## config.mk

```make
export PLATFORM = sky130hd
export DESIGN_NAME = tean_cell
export DESIGN_NICKNAME = d
export VERILOG_FILES = /design/src/design/tean_pkg.sv /design/src/design/tean_cell.sv
export SDC_FILE = /design/constraint.sdc
export NUM_CORES = 1
export LEC_CHECK = 0
export ABC_AREA = 1
export BUFFER_PORTS_ARGS = -buffer_cell sky130_fd_sc_hd__buf_2
export CAP_MARGIN = 5
export CORE_MARGIN = 5
export CORE_UTILIZATION = 30
export CTS_CLUSTER_DIAMETER = 120
export DETAILED_ROUTE_END_ITERATION = 8
export GPL_TIMING_DRIVEN = 0
export PLACE_DENSITY_LB_ADDON = 0.2
export SKIP_LAST_GASP = 1
export SLEW_MARGIN = 20
export SYNTH_ARGS = -nofsm -noshare
export SYNTH_HDL_FRONTEND = slang
export SYNTH_SLANG_ARGS = --single-unit
export TNS_END_PERCENT = 10
```

## constraint.sdc

```tcl
create_clock -name clk -period 10.05 [get_ports clk]
set_input_delay 2.01 -clock clk [delete_from_list [all_inputs] [get_ports clk]]
set_output_delay 2.01 -clock clk [all_outputs]
set_load 0.01 [all_outputs]
```

## src/design/tean_pkg.sv

```systemverilog
// Shared types and constants for the TEAN block cipher pipeline.
`timescale 1ns / 1ps

package tean_pkg;

  localparam logic [31:0] TEAN_DELTA = 32'h9e3779b9;
  localparam int unsigned KEY_WORDS = 4;
  localparam int unsigned KEY_IDX_W = 2;

  localparam logic OP_ENCRYPT = 1'b0;
  localparam logic OP_DECRYPT = 1'b1;

  typedef logic [31:0] tean_word_t;
  typedef tean_word_t [KEY_WORDS-1:0] tean_key_t;

  typedef struct packed {
    logic       opcode;
    tean_word_t left;
    tean_word_t right;
  } tean_data_t;

endpackage

```

## src/design/tean_cell.sv

```systemverilog
// One TEAN half-round cell: mixes one half into the other and holds the beat.
`timescale 1ns / 1ps

module tean_cell
  import tean_pkg::*;
#(
  parameter bit          UPD_LEFT_ENC = 1'b1,
  parameter logic [31:0] SUM_ENC      = 32'h0,
  parameter logic [31:0] SUM_DEC      = 32'h0,
  parameter logic [1:0]  KIDX_ENC     = 2'd0,
  parameter logic [1:0]  KIDX_DEC     = 2'd0
) (
  input  logic       clk,
  input  logic       rst_n,
  input  tean_key_t  key,
  input  logic       up_valid,
  output logic       up_ready,
  input  tean_data_t up_data,
  output logic       dn_valid,
  input  logic       dn_ready,
  output tean_data_t dn_data
);

  logic       valid_r;
  logic       valid_nxt;
  tean_data_t data_r;
  tean_data_t data_nxt;

  logic       dec;
  logic       upd_left;
  tean_word_t src;
  tean_word_t tgt;
  tean_word_t sum;
  tean_word_t kw;
  tean_word_t mix;
  tean_word_t tgt_nxt;

  assign dec      = (up_data.opcode == OP_DECRYPT);
  assign upd_left = dec ? !UPD_LEFT_ENC : UPD_LEFT_ENC;
  assign src      = upd_left ? up_data.right : up_data.left;
  assign tgt      = upd_left ? up_data.left : up_data.right;
  assign sum      = dec ? SUM_DEC : SUM_ENC;
  assign kw       = dec ? key[KIDX_DEC] : key[KIDX_ENC];
  assign mix      = ((src << 4) ^ (src >> 5)) + (src ^ sum) + kw;
  assign tgt_nxt  = dec ? (tgt - mix) : (tgt + mix);

  assign up_ready = !valid_r || dn_ready;

  always_comb begin
    data_nxt = up_data;
    if (upd_left) begin
      data_nxt.left = tgt_nxt;
    end else begin
      data_nxt.right = tgt_nxt;
    end
  end

  always_comb begin
    valid_nxt = valid_r;
    if (up_ready) begin
      valid_nxt = up_valid;
    end
  end

  always_ff @(posedge clk) begin
    if (!rst_n) begin
      valid_r <= 1'b0;
    end else begin
      valid_r <= valid_nxt;
    end
  end

  always_ff @(posedge clk) begin
    if (up_valid && up_ready) begin
      data_r <= data_nxt;
    end
  end

  assign dn_valid = valid_r;
  assign dn_data  = data_r;

endmodule

```

==> summary.md <==
| Metric | Value |
|---|---|
| Status | finished clean |
| Peak VDD IR | 87.2 uV |
| Tcrit/Tclk final | 0.878 |
| Vias in the first global route | 8918 |
| Worst slew margin | 0.351 |
| Die W | 184 um |
| Hold path startpoint | dn_valid |
| Post-synth EDFFs | 65 |
| Drt total wl | 32000 um |
| DR WL/cell | 16.5 um |
| Grt met3 use | 0.0172 |
| Hold Buf Count CTS | 0 |
| Clock buffer depth | 2 |
| Final Net Count | 1845 |
| Count of input and output buffers | 167 |
| CP max FO | 10 |
| Arrival time worst endpoint | 8.89 ns |
| H-Tree Depth | 3 |
| Reg-to-reg critical path startpoint | dn_valid |
| CTS buffer count | 9 |
| Top-area cell type share of the netlist area | 0.214 |
| Ys Warns | 0 |
| Vias/cell | 4.75 |
| # IOs | 264 |
| Met1 Use GR | 0.244 |
| Hold Path Class | flip-flop to flip-flop |
| CP peak stage delay | 0.60 ns |
| Yosys reg bits | 66 |
| Setup crit start | up_data[64] |
| First-pass GRT wire length | 47900 um |
| GPL Wtd Cong | 0.930 |
| P_sw | 1.55 mW |
| Most used cell along the critical path | nand2_1 |
| Sequential fraction of the synthesis area | 0.216 |
| Max-cap viol count | 0 |
| Largest net degree at the start of global routing | 25 |
| Clock transition at path regs | 0.06 ns |
| Combinational share of power | 0.744 |
| Die H | 184 um |
| Clock sink total | 66 |
| Max Fclk | 113 MHz |
| Final setup viols | 0 |
| Cells after synthesis | 1373 |
| Initial Util | 0.306 |
| TNS Setup | 0 ns |
| Startpoint types | primary input |
| Area contributors post-synth | edfxtp_1 21%, nand2_1 21%, ha_1 8.5% |
| Total number of vias | 9261 |
| First-pass iteration count of the detailed router | 7 |
| Die area | 0.0340 mm2 |
| CORE AREA | 0.0299 mm2 |
| HPWL after DPL | 28000 um |
| Crit Path Category | primary input to flip-flop |
| CTS Root Cell | clkbuf_16 |
| Dominant synthesized flop cell | edfxtp_1 |
| Leading area contributor after synthesis | edfxtp_1 |
| ANT cells | 0 |
| Ys async rst share | 0 |
| Synth cell count leaders | 507 x nand2_1, 182 x inv_1, 78 x nand3_1 |
| Unrepaired setup endpoints after global routing | no |
| Initial drt markers | 571 |
| Actual slew at the worst max-slew pin | 0.964 ns |
| Total design power | 2.90 mW |
| Max Slew Vio Count | 0 |
| Initial antenna violation count | 0 |
| Critical path endpoint category | flip-flop |
| Total track usage | 0.182 |
| Cell Rows | 63 |
| # resized after CTS | 0 |
| Seq pwr share | 0.156 |
| Netlist cell types | 48 |
| DRC Markers | 0 |
| Critical Path RT | 10.11 ns |
| P_leak | 5.68 nW |
| Post-CTS Setup Inserts | 0 |
| Total gr overflow | 0 |
| Cell-internal power | 1.35 mW |
| Sw frac | 0.534 |
| Post-synthesis cell area | 0.00913 mm2 |
| GR peak layer | met2 |
| Layout Utilization | 0.361 |
| P per Cell Area | 269 mW/mm2 |
| Worst clock skew | 0.00577 ns |
| Count leader, synth | nand2_1 |
| Clock share of power | 0.100 |
| Area grow syn2layout | 18.2% |
| Antenna Violating Nets Remaining | 0 |
| Mean post-synth cell area | 6.65 um2 |
| Number of failing hold endpoints at the final stage | 0 |
| CTS tree | yes |
| Worst path slowest cell | clkbuf_1 |
| Minimum clock period | 8.82 ns |
| Layout cell share with drive strength beyond 1 | 0.173 |
| Syn Nets | 1665 |
| Met2 usage | 0.317 |
| Worst skew pair latency | 0.34 ns |
## flip-flops by register name, indices dropped and copies added (netlist names)
name	flops
dn_valid	1
dn_data	65
## cell usage in the layout (no fill, tap or decap), drive strengths merged
master	n
a211oi	1
a21boi	1
a21o	4
a21oi	58
a31o	1
a31oi	4
and2	4
and3	2
buf	179
clkbuf	26
clkinv	4
clkinvlp	2
dfxtp	1
edfxtp	65
fa	33
ha	62
inv	191
mux2i	2
nand2	534
nand3	85
nand3b	11
nand4	19
nor2	83
nor3	10
nor3b	1
nor4	3
o21a	1
o21ai	76
o21bai	5
o221ai	2
o31ai	1
or2	12
xnor2	24
xor2	51
## per-layer routing
layer | vias to the layer above | part of all wire | routed length [um]
met5 | - | 0 | 0
met4 | 0 | 0.019 | 597
met3 | 26 | 0.048 | 1530
met2 | 232 | 0.48 | 15300
met1 | 4225 | 0.46 | 14600
li1 | 4778 | - | -
## per-stage QoR
step	hold WS, ns	setup WS, ns	area (um2)	std cells
after global placement	0.488	0.933	10500	1930
after global routing	0.593	0.772	10800	1948
after detailed placement	0.544	0.918	10500	1932
after CTS	0.551	1.26	10800	1948
after floorplan	0.595	2.74	9130	1373
final	0.554	1.23	10800	1948
## layout make-up
type | count | area [um2]
fillers | 3272 | 19100
flip-flops and latches | 66 | 1970
well taps | 390 | 488
clock buffers | 11 | 243
repair buffers | 169 | 891
plain buffers | 25 | 97.6
multi-input cells | 1090 | 6350
inverters | 192 | 721
clock inverters | 5 | 30.0
## worst max-delay path: cells and delay by family
kind                       cells  cell delay, ns
AOI/OAI and AO/OA              5            0.87
adders and majority gates      4            1.58
buffers and inverters          6            1.76
and+or+nand+nor               16            2.28
xor gates and xnor gates       2            0.38
## path summary, 6_finish.rpt
path | endpoint | slack, ns | depth (start not counted)
hold reg to reg | dn_valid | 0.55 | 2
setup / recovery | dn_data[29] | 1.23 | 33
hold / removal | dn_valid | 0.55 | 2
setup reg to reg | dn_data[5] | 8.36 | 3
## kinds of logic (layout without fill, tap and decap cells)
family,count (synthesis),after routing,share of synthesized area
flip-flops,66,66,0.216
AO/OA/AOI/OAI,154,154,0.0910
adder cells (fa/ha/maj),95,95,0.157
buffers and inverters,217,402,0.0896
AND/OR/NAND/NOR,764,764,0.372
multiplexers,2,2,0.00219
XOR/XNOR,75,75,0.0720
## power groups by stage
stage / clock network, mW / logic, mW / registers (mW)
5_1_grt: 0.304 / 2.42 / 0.460
4_1_cts: 0.296 / 2.15 / 0.454
3_5_place_dp: 0 / 2.14 / 0.459
3_3_place_gp: 0 / 2.13 / 0.460
6_report: 0.289 / 2.16 / 0.452
2_1_floorplan: 0 / 1.52 / 0.508
Note: power is estimated with default switching activity, not from simulation.
